==> src/hdl/assert_macros.svh <==
// Assertion macros shared by the supervisor RTL.
`ifndef ASSERT_MACROS_SVH
`define ASSERT_MACROS_SVH

// Check a same-cycle implication or expression on every clock edge out of reset.
`define BLSUP_ASSERT(lbl, prop, msg) \
	lbl: assert property (@(posedge clk) disable iff (!arst_n) (prop)) else $error(msg);

// Check that a condition in one cycle leads to a consequence in the next.
`define BLSUP_ASSERT_NEXT(lbl, ante, cons, msg) \
	lbl: assert property (@(posedge clk) disable iff (!arst_n) (ante) |=> (cons)) else $error(msg);

`endif

==> src/hdl/blsup_pkg.sv <==
// Types, codes and constants of the broker link supervisor.
package blsup_pkg;

	localparam int unsigned CntW = 8;
	localparam int unsigned CfgIdxW = 2;
	localparam logic [CntW-1:0] LimForever = 8'hFF;
	localparam logic [CntW-1:0] MaxShift = 8'd3;
	localparam logic [CntW-1:0] ConnectWaitRst = 8'd10;
	localparam logic [CntW-1:0] ReconnectRst = 8'hFF;

	typedef enum logic [2:0] {
		ST_INIT       = 3'd0,
		ST_REG        = 3'd1,
		ST_CONNECTING = 3'd2,
		ST_CONNECTED  = 3'd3,
		ST_PUBLISHING = 3'd4,
		ST_DISC       = 3'd5,
		ST_ERROR      = 3'd6
	} link_state_t;

	typedef enum logic [1:0] {
		FUNC_TICK = 2'd0,
		FUNC_UP   = 2'd1,
		FUNC_DOWN = 2'd2
	} func_t;

	typedef enum logic [1:0] {
		LED_NONE       = 2'd0,
		LED_NO_NET     = 2'd1,
		LED_CONNECTING = 2'd2,
		LED_STEADY     = 2'd3
	} led_t;

	typedef enum logic [1:0] {
		RESCHED_NONE     = 2'd0,
		RESCHED_NET_WAIT = 2'd1,
		RESCHED_NORMAL   = 2'd2,
		RESCHED_BACKOFF  = 2'd3
	} resched_t;

	typedef enum logic [CfgIdxW-1:0] {
		CFG_CONNECT_WAIT = 2'd0,
		CFG_RECONNECT    = 2'd1
	} cfg_idx_t;

	typedef struct packed {
		logic [1:0] func;
		logic       has_global_addr;
		logic       link_ready;
		logic       stable_elapsed;
	} blsup_item_t;

	typedef struct packed {
		logic [2:0]      link_state;
		logic            do_register;
		logic            do_connect;
		logic            do_disconnect;
		logic            notify_up;
		logic            notify_down;
		logic            request_reset;
		logic            start_stable_timer;
		led_t            led_action;
		resched_t        reschedule;
		logic [1:0]      backoff_shift;
		logic [CntW-1:0] attempt_count;
	} blsup_result_t;

	typedef struct packed {
		logic [CfgIdxW-1:0] idx;
		logic [CntW-1:0]    wdata;
	} blsup_cfg_t;

	typedef struct packed {
		logic [CntW-1:0] connect_wait_limit;
		logic [CntW-1:0] reconnect_limit;
	} blsup_limits_t;

endpackage

==> src/hdl/blsup_chan_if.sv <==
// Valid/ready channel carrying one payload item.
interface blsup_chan_if #(
	parameter type payload_t = logic
) ();
	logic     valid;
	logic     ready;
	payload_t data;

	modport source (output valid, output data, input ready);
	modport sink (input valid, input data, output ready);
endinterface

==> src/hdl/blsup_step.sv <==
// Next-state and result logic for one supervisor item.
module blsup_step import blsup_pkg::*; (
	input  blsup_item_t     item,
	input  link_state_t     state,
	input  logic [CntW-1:0] attempts,
	input  blsup_limits_t   limits,
	output link_state_t     state_nxt,
	output logic [CntW-1:0] attempts_nxt,
	output blsup_result_t   result
);

	logic [CntW-1:0] att_inc;
	logic            forever_retry;

	assign att_inc       = attempts + 8'd1;
	assign forever_retry = (limits.reconnect_limit == LimForever);

	always_comb begin
		state_nxt    = state;
		attempts_nxt = attempts;
		result       = '0;
		case (item.func)
			FUNC_TICK: begin
				case (state)
					ST_INIT, ST_REG: begin
						// init registers first, then takes the registered path
						if (state == ST_INIT) begin
							result.do_register = 1'b1;
							attempts_nxt = 8'd1;
						end
						if (item.has_global_addr) begin
							result.do_connect = 1'b1;
							attempts_nxt = '0;
							state_nxt = ST_CONNECTING;
						end else begin
							result.led_action = LED_NO_NET;
							state_nxt = ST_REG;
						end
						result.reschedule = RESCHED_NET_WAIT;
					end
					ST_CONNECTING: begin
						result.led_action = LED_CONNECTING;
						if (att_inc < limits.connect_wait_limit || forever_retry) begin
							attempts_nxt = att_inc;
							result.reschedule = RESCHED_NORMAL;
						end else begin
							// give up; the connected path runs with state disconnected
							attempts_nxt = '0;
							state_nxt = ST_DISC;
							result.reschedule = item.link_ready ? RESCHED_NONE : RESCHED_NORMAL;
						end
					end
					ST_CONNECTED, ST_PUBLISHING: begin
						if (state == ST_CONNECTED || item.stable_elapsed)
							attempts_nxt = '0;
						if (item.link_ready) begin
							if (state == ST_CONNECTED) begin
								result.notify_up = 1'b1;
								state_nxt = ST_PUBLISHING;
							end
							result.reschedule = RESCHED_NONE;
						end else begin
							result.reschedule = RESCHED_NORMAL;
						end
					end
					ST_DISC: begin
						result.notify_down = 1'b1;
						if (attempts < limits.reconnect_limit || forever_retry) begin
							result.do_disconnect = 1'b1;
							attempts_nxt = att_inc;
							result.backoff_shift = (att_inc > MaxShift) ? MaxShift[1:0]
								: att_inc[1:0];
							result.reschedule = RESCHED_BACKOFF;
							state_nxt = ST_REG;
						end else begin
							state_nxt = ST_ERROR;
							result.reschedule = RESCHED_NORMAL;
						end
					end
					default: begin
						// error and the unused code: hold state, ask for reset
						result.led_action = LED_STEADY;
						result.request_reset = 1'b1;
					end
				endcase
			end
			FUNC_UP: begin
				state_nxt = ST_CONNECTED;
				result.start_stable_timer = 1'b1;
			end
			FUNC_DOWN: begin
				state_nxt = ST_DISC;
			end
			default: begin
			end
		endcase
		result.link_state    = state_nxt;
		result.attempt_count = attempts_nxt;
	end

endmodule

==> src/hdl/broker_link_supervisor_core.sv <==
// Top level of the broker link supervisor: registers, handshakes and configuration.
//
//  channel | dir | payload        | handshake
//  --------+-----+----------------+---------------------------------
//  cfg     | in  | blsup_cfg_t    | valid/ready, ready always high
//  req     | in  | blsup_item_t   | valid/ready
//  rsp     | out | blsup_result_t | valid/ready, registered
//
//  An item waits in the input register and then sits in the result register; while
//  rsp does not stall, one item enters per cycle and one result leaves per cycle.
//  Link state and attempt counter update when the item leaves the input register.
//  A stall on rsp holds the result; the input register still takes one more item.
//  Reset restores init state, zero attempts and the default limits.
module broker_link_supervisor_core import blsup_pkg::*; (
	input logic        clk,
	input logic        arst_n,
	blsup_chan_if.sink   cfg,
	blsup_chan_if.sink   req,
	blsup_chan_if.source rsp
);

	`include "assert_macros.svh"

	// input register
	blsup_item_t   item_s1;
	logic          v_s1_q;
	logic          adv;

	// result register
	blsup_result_t rsp_data_q;
	logic          rsp_v_q;

	// supervisor state and limits
	link_state_t     state_q;
	logic [CntW-1:0] attempts_q;
	blsup_limits_t   limits_q;

	link_state_t     state_nxt;
	logic [CntW-1:0] attempts_nxt;
	blsup_result_t   result;

	// Advance the input item whenever the result register is free or drains.
	assign adv       = v_s1_q && (!rsp_v_q || rsp.ready);
	assign req.ready = !v_s1_q || adv;
	assign cfg.ready = 1'b1;
	assign rsp.valid = rsp_v_q;
	assign rsp.data  = rsp_data_q;

	blsup_step u_step (
		.item         (item_s1),
		.state        (state_q),
		.attempts     (attempts_q),
		.limits       (limits_q),
		.state_nxt    (state_nxt),
		.attempts_nxt (attempts_nxt),
		.result       (result)
	);

	// Control: valid flags, state and limits.
	always_ff @(posedge clk or negedge arst_n) begin
		if (!arst_n) begin
			v_s1_q   <= 1'b0;
			rsp_v_q  <= 1'b0;
			state_q  <= ST_INIT;
			attempts_q <= '0;
			limits_q.connect_wait_limit <= ConnectWaitRst;
			limits_q.reconnect_limit    <= ReconnectRst;
		end else begin
			if (req.valid && req.ready)
				v_s1_q <= 1'b1;
			else if (adv)
				v_s1_q <= 1'b0;

			if (adv)
				rsp_v_q <= 1'b1;
			else if (rsp.ready)
				rsp_v_q <= 1'b0;

			// commit the item's state update as it moves to the result register
			if (adv) begin
				state_q    <= state_nxt;
				attempts_q <= attempts_nxt;
			end

			// drop writes to indexes beyond the register list
			if (cfg.valid) begin
				case (cfg.data.idx)
					CFG_CONNECT_WAIT: limits_q.connect_wait_limit <= cfg.data.wdata;
					CFG_RECONNECT:    limits_q.reconnect_limit    <= cfg.data.wdata;
					default: begin
					end
				endcase
			end
		end
	end

	// Payload: capture the item and the result, no reset needed.
	always_ff @(posedge clk) begin
		if (req.valid && req.ready)
			item_s1 <= req.data;
		if (adv)
			rsp_data_q <= result;
	end

	`BLSUP_ASSERT(a_no_accept_when_full, (v_s1_q && !adv) |-> !req.ready, "input taken while input register stalled")
	`BLSUP_ASSERT_NEXT(a_adv_fills_rsp, adv, rsp_v_q, "advanced item missing from result register")
	`BLSUP_ASSERT(a_reset_in_error, (rsp_v_q && rsp_data_q.request_reset) |-> (rsp_data_q.link_state == ST_ERROR), "reset request outside error state")
	`BLSUP_ASSERT(a_connect_clears, (rsp_v_q && rsp_data_q.do_connect) |-> (rsp_data_q.link_state == ST_CONNECTING && rsp_data_q.attempt_count == 8'd0), "connect without cleared attempts")
	`BLSUP_ASSERT(a_shift_only_backoff, (rsp_v_q && rsp_data_q.backoff_shift != 2'd0) |-> (rsp_data_q.reschedule == RESCHED_BACKOFF), "backoff shift outside backoff reschedule")

endmodule

==> src/flat_wrapper.sv <==
// flat-port wrapper written by rule: the top's interface ports become plain ports
module broker_link_supervisor_core_flat import blsup_pkg::*;
  (clk, arst_n, cfg_valid, cfg_data, cfg_ready, req_valid, req_data, req_ready, rsp_valid, rsp_data, rsp_ready);
  blsup_chan_if #(.payload_t(blsup_cfg_t)) cfg_i ();
  blsup_chan_if #(.payload_t(blsup_item_t)) req_i ();
  blsup_chan_if #(.payload_t(blsup_result_t)) rsp_i ();
  input logic clk;
  input logic arst_n;
  input wire logic [$bits(cfg_i.valid)-1:0] cfg_valid;
  input wire logic [$bits(cfg_i.data)-1:0] cfg_data;
  output wire logic [$bits(cfg_i.ready)-1:0] cfg_ready;
  input wire logic [$bits(req_i.valid)-1:0] req_valid;
  input wire logic [$bits(req_i.data)-1:0] req_data;
  output wire logic [$bits(req_i.ready)-1:0] req_ready;
  output wire logic [$bits(rsp_i.valid)-1:0] rsp_valid;
  output wire logic [$bits(rsp_i.data)-1:0] rsp_data;
  input wire logic [$bits(rsp_i.ready)-1:0] rsp_ready;
  assign cfg_i.valid = cfg_valid;
  assign cfg_i.data = cfg_data;
  assign cfg_ready = cfg_i.ready;
  assign req_i.valid = req_valid;
  assign req_i.data = req_data;
  assign req_ready = req_i.ready;
  assign rsp_valid = rsp_i.valid;
  assign rsp_data = rsp_i.data;
  assign rsp_i.ready = rsp_ready;
  broker_link_supervisor_core u_core (.clk(clk), .arst_n(arst_n), .cfg(cfg_i), .req(req_i), .rsp(rsp_i));
endmodule
==> config.mk <==
export PLATFORM = sky130hd
export DESIGN_NAME = broker_link_supervisor_core_flat
export DESIGN_NICKNAME = d
export VERILOG_FILES = /design/src/hdl/blsup_pkg.sv /design/src/hdl/blsup_chan_if.sv /design/src/hdl/blsup_step.sv /design/src/hdl/broker_link_supervisor_core.sv /design/src/flat_wrapper.sv
export VERILOG_INCLUDE_DIRS = /design/src /design/src/hdl
export SDC_FILE = /design/constraint.sdc
export NUM_CORES = 1
export LEC_CHECK = 0
export ABC_AREA = 1
export ABC_CLOCK_PERIOD_IN_PS = 2400
export BUFFER_PORTS_ARGS = -buffer_cell sky130_fd_sc_hd__buf_2
export CAP_MARGIN = 20
export CELL_PAD_IN_SITES_DETAIL_PLACEMENT = 1
export CELL_PAD_IN_SITES_GLOBAL_PLACEMENT = 1
export CORE_AREA = 2 2 102 104
export CTS_CLUSTER_DIAMETER = 120
export DETAILED_ROUTE_END_ITERATION = 8
export DIE_AREA = 0 0 104 106
export PLACE_DENSITY = 0.77
export SLEW_MARGIN = 20
export SYNTH_ARGS = -nofsm -noshare
export SYNTH_HDL_FRONTEND = slang
export SYNTH_HIERARCHICAL = 1
export SYNTH_SLANG_ARGS = --single-unit
==> constraint.sdc <==
create_clock -name clk -period 2.4 [get_ports clk]
set_clock_uncertainty 0.15 [all_clocks]
set_input_delay 0.24 -clock clk [delete_from_list [all_inputs] [get_ports clk]]
set_output_delay 0.24 -clock clk [all_outputs]
set_load 0.02 [all_outputs]
# Yosys cells after proc, flatten, opt, wreduce, memory -nomap -nowiden
# Cells that the tools add are included.
# W data, S select, Z words.
[op_classes]
addsub = 1
mul = 0
div = 0
magnitude_cmp = 3
n_eq_ne = 9
shifts = 0
muxes = 32
bitwise_logic = 0
n_reduce_logical = 24
[ops]
columns = ["cell", "count"]
rows = [
  ["$mux W8", 6],
  ["$pmux W8 S4", 1],
  ["$lt A8 B8 Y1", 2],
  ["$mux W1", 13],
  ["$mux W3", 4],
  ["$pmux W3 S4", 1],
  ["$pmux W3 S3", 1],
  ["$add A8 B1 Y8 const B", 1],
  ["$eq A8 B8 Y1 const B", 1],
  ["$gt A8 B2 Y1 const B", 1],
  ["$mux W2", 4],
  ["$pmux W2 S4", 1],
  ["$reduce_and A2 Y1", 4],
  ["$eq A3 B2 Y1 const B", 2],
  ["$eq A3 B3 Y1 const B", 2],
  ["$pmux W2 S3", 1],
  ["$reduce_and A3 Y1", 2],
  ["$reduce_or A6 Y1", 1],
  ["$logic_or A1 B1 Y1", 5],
  ["$eq A2 B1 Y1 const B", 2],
  ["$logic_not A2 Y1", 2],
  ["$reduce_bool A2 Y1", 2],
  ["$reduce_or A2 Y1", 2],
  ["$eq A3 B1 Y1 const B", 1],
  ["5 further kinds", 7],
]
[totals]
reg_bits = 58
latch_bits = 0
mem_bits_rw = 0
rom_bits = 0
input_bits = 20
out_inout_bits = 27
wordCells = 91
mem_count = 0

# Depth between registers and ports, before layout
[logic_depth]
ltp_word = 6
mapped_depth = 20
ltp_nobuf = 20

# Modules after synthesis
# The synthesis kept the hierarchy.
[modules_own_cells]
columns = ["mod", "n_inst", "cells_per_inst", "area_per_inst_um2", "seq_area_each_um2"]
rows = [
  ["broker_link_supervisor_core", 1, 160, 2110.8, 1609.0],
  ["blsup_step", 1, 236, 1287.5, 0.0],
]

# Worst setup path after synthesis
# Ideal clock, no wire load.
[synth_path]
path_kind = "reg2reg"
startpoint = "register u_core.attempts_q[0]"
endpoint = "register u_core.rsp_data_q, in the netlist u_core/rsp.data[0], data pin"
arrival_time_ps = 2124
slack_ps = -125
stages_incl_launch_ff = 17
synth_period_minus_slack_ps = 2525
path_cell_list = "dfrtp_1 ha_1 nand4_1 xor2_1 inv_1 ha_1 nand2_1 o21a_1 nand2_1 nand2_1 nand2_1 nand2_2 nand2_1 nand2_1 nand2_1 nand2_1 buf_4"
[synth_via]
elab_chain_cells = 6
[synth_rtl]
columns = ["element", "line_no", "rtl"]
rows = [
  ["from (decl)", "broker_link_supervisor_core.sv:35", "logic [CntW-1:0] attempts_q;"],
  ["from (signal assigned)", "broker_link_supervisor_core.sv:82", "attempts_q <= attempts_nxt;"],
  ["$add A8 B1 Y8", "blsup_step.sv:15", "assign att_inc = attempts + 8'd1;"],
  ["$lt A8 B8 Y1", "blsup_step.sv:43", "if (att_inc < limits.connect_wait_limit || forever_retry) begin"],
  ["$logic_or A1 B1 Y1", "blsup_step.sv:43", ""],
  ["$mux W8", "blsup_step.sv:43", ""],
  ["$pmux W8 S4", "blsup_step.sv:24", "case (state)"],
  ["$mux W8 (*)", "blsup_step.sv:22", "case (item.func)"],
  ["via u_core.attempts_nxt[0]", "broker_link_supervisor_core.sv:39", "logic [CntW-1:0] attempts_nxt;"],
  ["to (signal assigned)", "broker_link_supervisor_core.sv:102", "rsp_data_q <= result;"],
  ["to (decl)", "broker_link_supervisor_core.sv:30", "blsup_result_t rsp_data_q;"],
]
# Mark *: on every way through the listed nets, which the timed path passes. The rest lies on a longest branch.
# A chain may end at the register's enable or synchronous reset.

==> flow_summary.ini <==
[status]
status = finished with violations
violations = negative setup slack

[clock_tree]
cts_sinks = 58
insertion_delay_ns = 0.36
cts_max_level = 3
clk_pin_slew_worst_paths_ns = 0.07
cts_tree = built
cts_root_buffer = clkbuf_8
clk_path_buf_depth = 2
cts_buffers = 9

[timing]
post-route-min-period_ns = 2.86
hold_viol = 0
fin_hold_ws_ns = 0.0262
slew_violations = 0
fmax_ghz = 0.350
max_slew_margin = 0.521
grt_setup_unrepaired = true
setup_slack_ns = -0.456
fin_crit_sh = 1.19
setup_viol = 25
worst_pin_slew_ns = 0.718

[synth]
synth_top_area_share = 0.256
yosys.area_share.simple = 0.304
synthTopCellsByArea = edfxtp_1, nand2_1, dfrtp_1
synth-adder-area-share = 0.0736
synth_compound_area_frac = 0.0346
ys_seq_area_frac = 0.473
syn_inst = 396
syn_area_per_cell_um2 = 8.58
synth.distinct_cells = 33
synth_xor_area_frac = 0.0155
ys.warnings.count = 6
synthMuxAreaShare = 0
syn_area_mm2 = 0.00340
synth_top_family_by_area = simple AND/OR/NAND/NOR gates
synth.largest_area_cell = edfxtp_1
synth-seq-cells = 58
synth_nets = 436

[routing]
drtIter0Drc = 194
postRouteAntennaNets = 0
drt-vias-per-instance = 5.03
avgRoutedWirePerCell_um = 19.5
via_count = 3182
drt_wl_total_mm = 12.3
drc_errors = 0
dr.pass1.iters = 4

[cells_and_area]
insertedDiodeCount = 0
fin_cells = 633
nFillCells = 1188
final_common_cell = nand2_1
multi_input_area_mm2 = 0.00178
final_cell_mix = nand2_1, buf_2, buf_4
final_util = 0.465
drive_gt1_frac = 0.431
ff_latch_area_mm2 = 0.00161
nNetsFinal = 532
syn_to_final_growth_pct = 36.7

[floorplan]
ios = 47
core_area_mm2 = 0.0100
num_rows = 37
die_area_mm2 = 0.0110
initial_core_util = 0.340
fp.dieW_um = 104
fp.dieH_um = 106

[critical_path]
start_kind = flop
worstPathArrival_ns = 2.83
r2r_slack_ns = -0.46
required_ns = 2.37
worstSetupEndpointType = flop
path_class = flop to flop
cp_max_fo = 3

[global_route]
grt_pass1_wl_mm = 17.3
grt_pass1_vias = 3337
grt_use_total = 0.204
grt.overflow.total = 0
antenna_found_initial = 0
grt_start_max_net_pins = 30

[pwr]
vdd_drop_max_uv = 326
power_switching_w = 0.00142
intPower_w = 0.00212
switching_share = 0.401
p_clk_frac = 0.223
p_leak_nw = 2.31
pwr-share-comb = 0.375
power_density_mw_per_mm2 = 761
p_seq_frac = 0.401

[placement]
dp.cells = 584
gp_congestion = 0.836
portBuffers = 45
dp_slack_ns = -0.202
dpl.hpwl_mm = 6.51

[flow_run]
max_cap_viol_count = 0

[hold_path]
min_path_type = primary input to flop
-- worst max-delay path: stages (launching register included) --
cell,delay (ns)
dfrtp_1,0.43
buf_6,0.14
nand2_4,0.05
inv_2,0.07
nand4_1,0.17
xor2_2,0.24
inv_2,0.10
ha_4,0.30
nand2_4,0.05
o21a_1,0.17
nand2_2,0.07
nand2_2,0.06
nand2_4,0.12
nand3b_1,0.13
nand2_1,0.14
a21oi_2,0.07
buf_4,0.14
-- cells in the mapped netlist --
cell,number
nand3b_1,2
or2_4,1
dfrtp_1,19
nand2_4,4
edfxtp_1,29
a21oi_1,12
inv_1,37
inv_2,7
a21oi_2,1
nand4_1,11
nor2_8,2
conb_1,1
nor3_1,4
nand3_2,2
nand2_1,142
nand2_2,6
o22ai_1,1
buf_4,15
o21a_1,4
buf_2,2
nor2_1,20
a21o_1,1
buf_6,3
clkbuf_1,1
xor2_1,5
nor2_2,2
o21ai_0,1
inv_4,1
nand3_1,28
xnor2_1,1
ha_1,20
dfstp_2,10
nand3_4,1
-- sequential cells by signal (all words and copies together) (netlist names) --
register and flops:
u_core/v_s1_q 1, u_core/limits_q 16, u_core/state_q 3, u_core/rsp.data 24, u_core/rsp.valid 1, u_core/attempts_q 8, u_core/item_s1 5
-- per-layer routing --
layer	vias to the layer above	global-route usage	share of wire
met1	1561	0.225	0.39
met5	-	0	0
li1	1450	-	-
met2	119	0.358	0.51
met3	52	0.0509	0.042
met4	0	0.118	0.059
-- timing repair --
action                                  in CTS  in global routing
hold buffers                                14                  0
endpoints found under the hold margin       34                  0
pin swaps                                   17                 40
setup buffers                               21                  7
gates resized for setup                     36                 54
endpoints found under the setup margin      23                 26
-- through the flow --
step | instance area, um^2 | TNS (ns) | power, W
2_1_floorplan | 3410 | -0.304 | 0.00210
3_3_place_gp | 3850 | -2.55 | 0.00239
3_5_place_dp | 3850 | -3.15 | 0.00243
4_1_cts | 4440 | -2.63 | 0.00331
5_1_grt | 4650 | -9.88 | 0.00369
6_report | 4650 | -8.16 | 0.00354
-- final timing paths --
| check | endpoint | start | cells after the start |
|---|---|---|---|
| min in group asynchronous | u_core/state_q[2] | arst_n | 2 |
| worst max-delay path | u_core/rsp.data[22] | u_core/attempts_q[2] | 16 |
| max in group asynchronous | u_core/attempts_q[3] | arst_n | 2 |
| worst max register to register | u_core/rsp.data[22] | u_core/attempts_q[2] | 16 |
| worst min register to register | u_core/limits_q[11] | u_core/limits_q[11] | 2 |
| worst min-delay path | u_core/limits_q[5] | cfg_data[5] | 3 |
-- cell families (layout without fill, tap and decap cells) --
logic type | Yosys count | count (layout)
other | 1 | 1
AO/OA/AOI/OAI | 20 | 20
adder cells (fa/ha/maj) | 20 | 20
buffers and inverters | 66 | 167
AND/OR/NAND/NOR | 225 | 225
XOR/XNOR | 6 | 6
flip-flops | 58 | 58
-- power by group through the flow --
stage               sequential (W)  clock, W  combinational [W]
floorplan                  0.00142         0           0.000682
global placement           0.00139         0           0.000999
detailed placement         0.00140         0            0.00104
CTS                        0.00139  0.000803            0.00112
global route               0.00144  0.000847            0.00140
finish                     0.00142  0.000790            0.00133
-- final cells by class --
type                       count  area share
sequential                    58       0.347
clock buffer                  13      0.0320
multi-input combinational    272       0.382
tap                          136      0.0366
inverter                      45      0.0369
clock inverter                 3     0.00377
timing repair buffer         106       0.161
(Power assumes the default switching activity.)
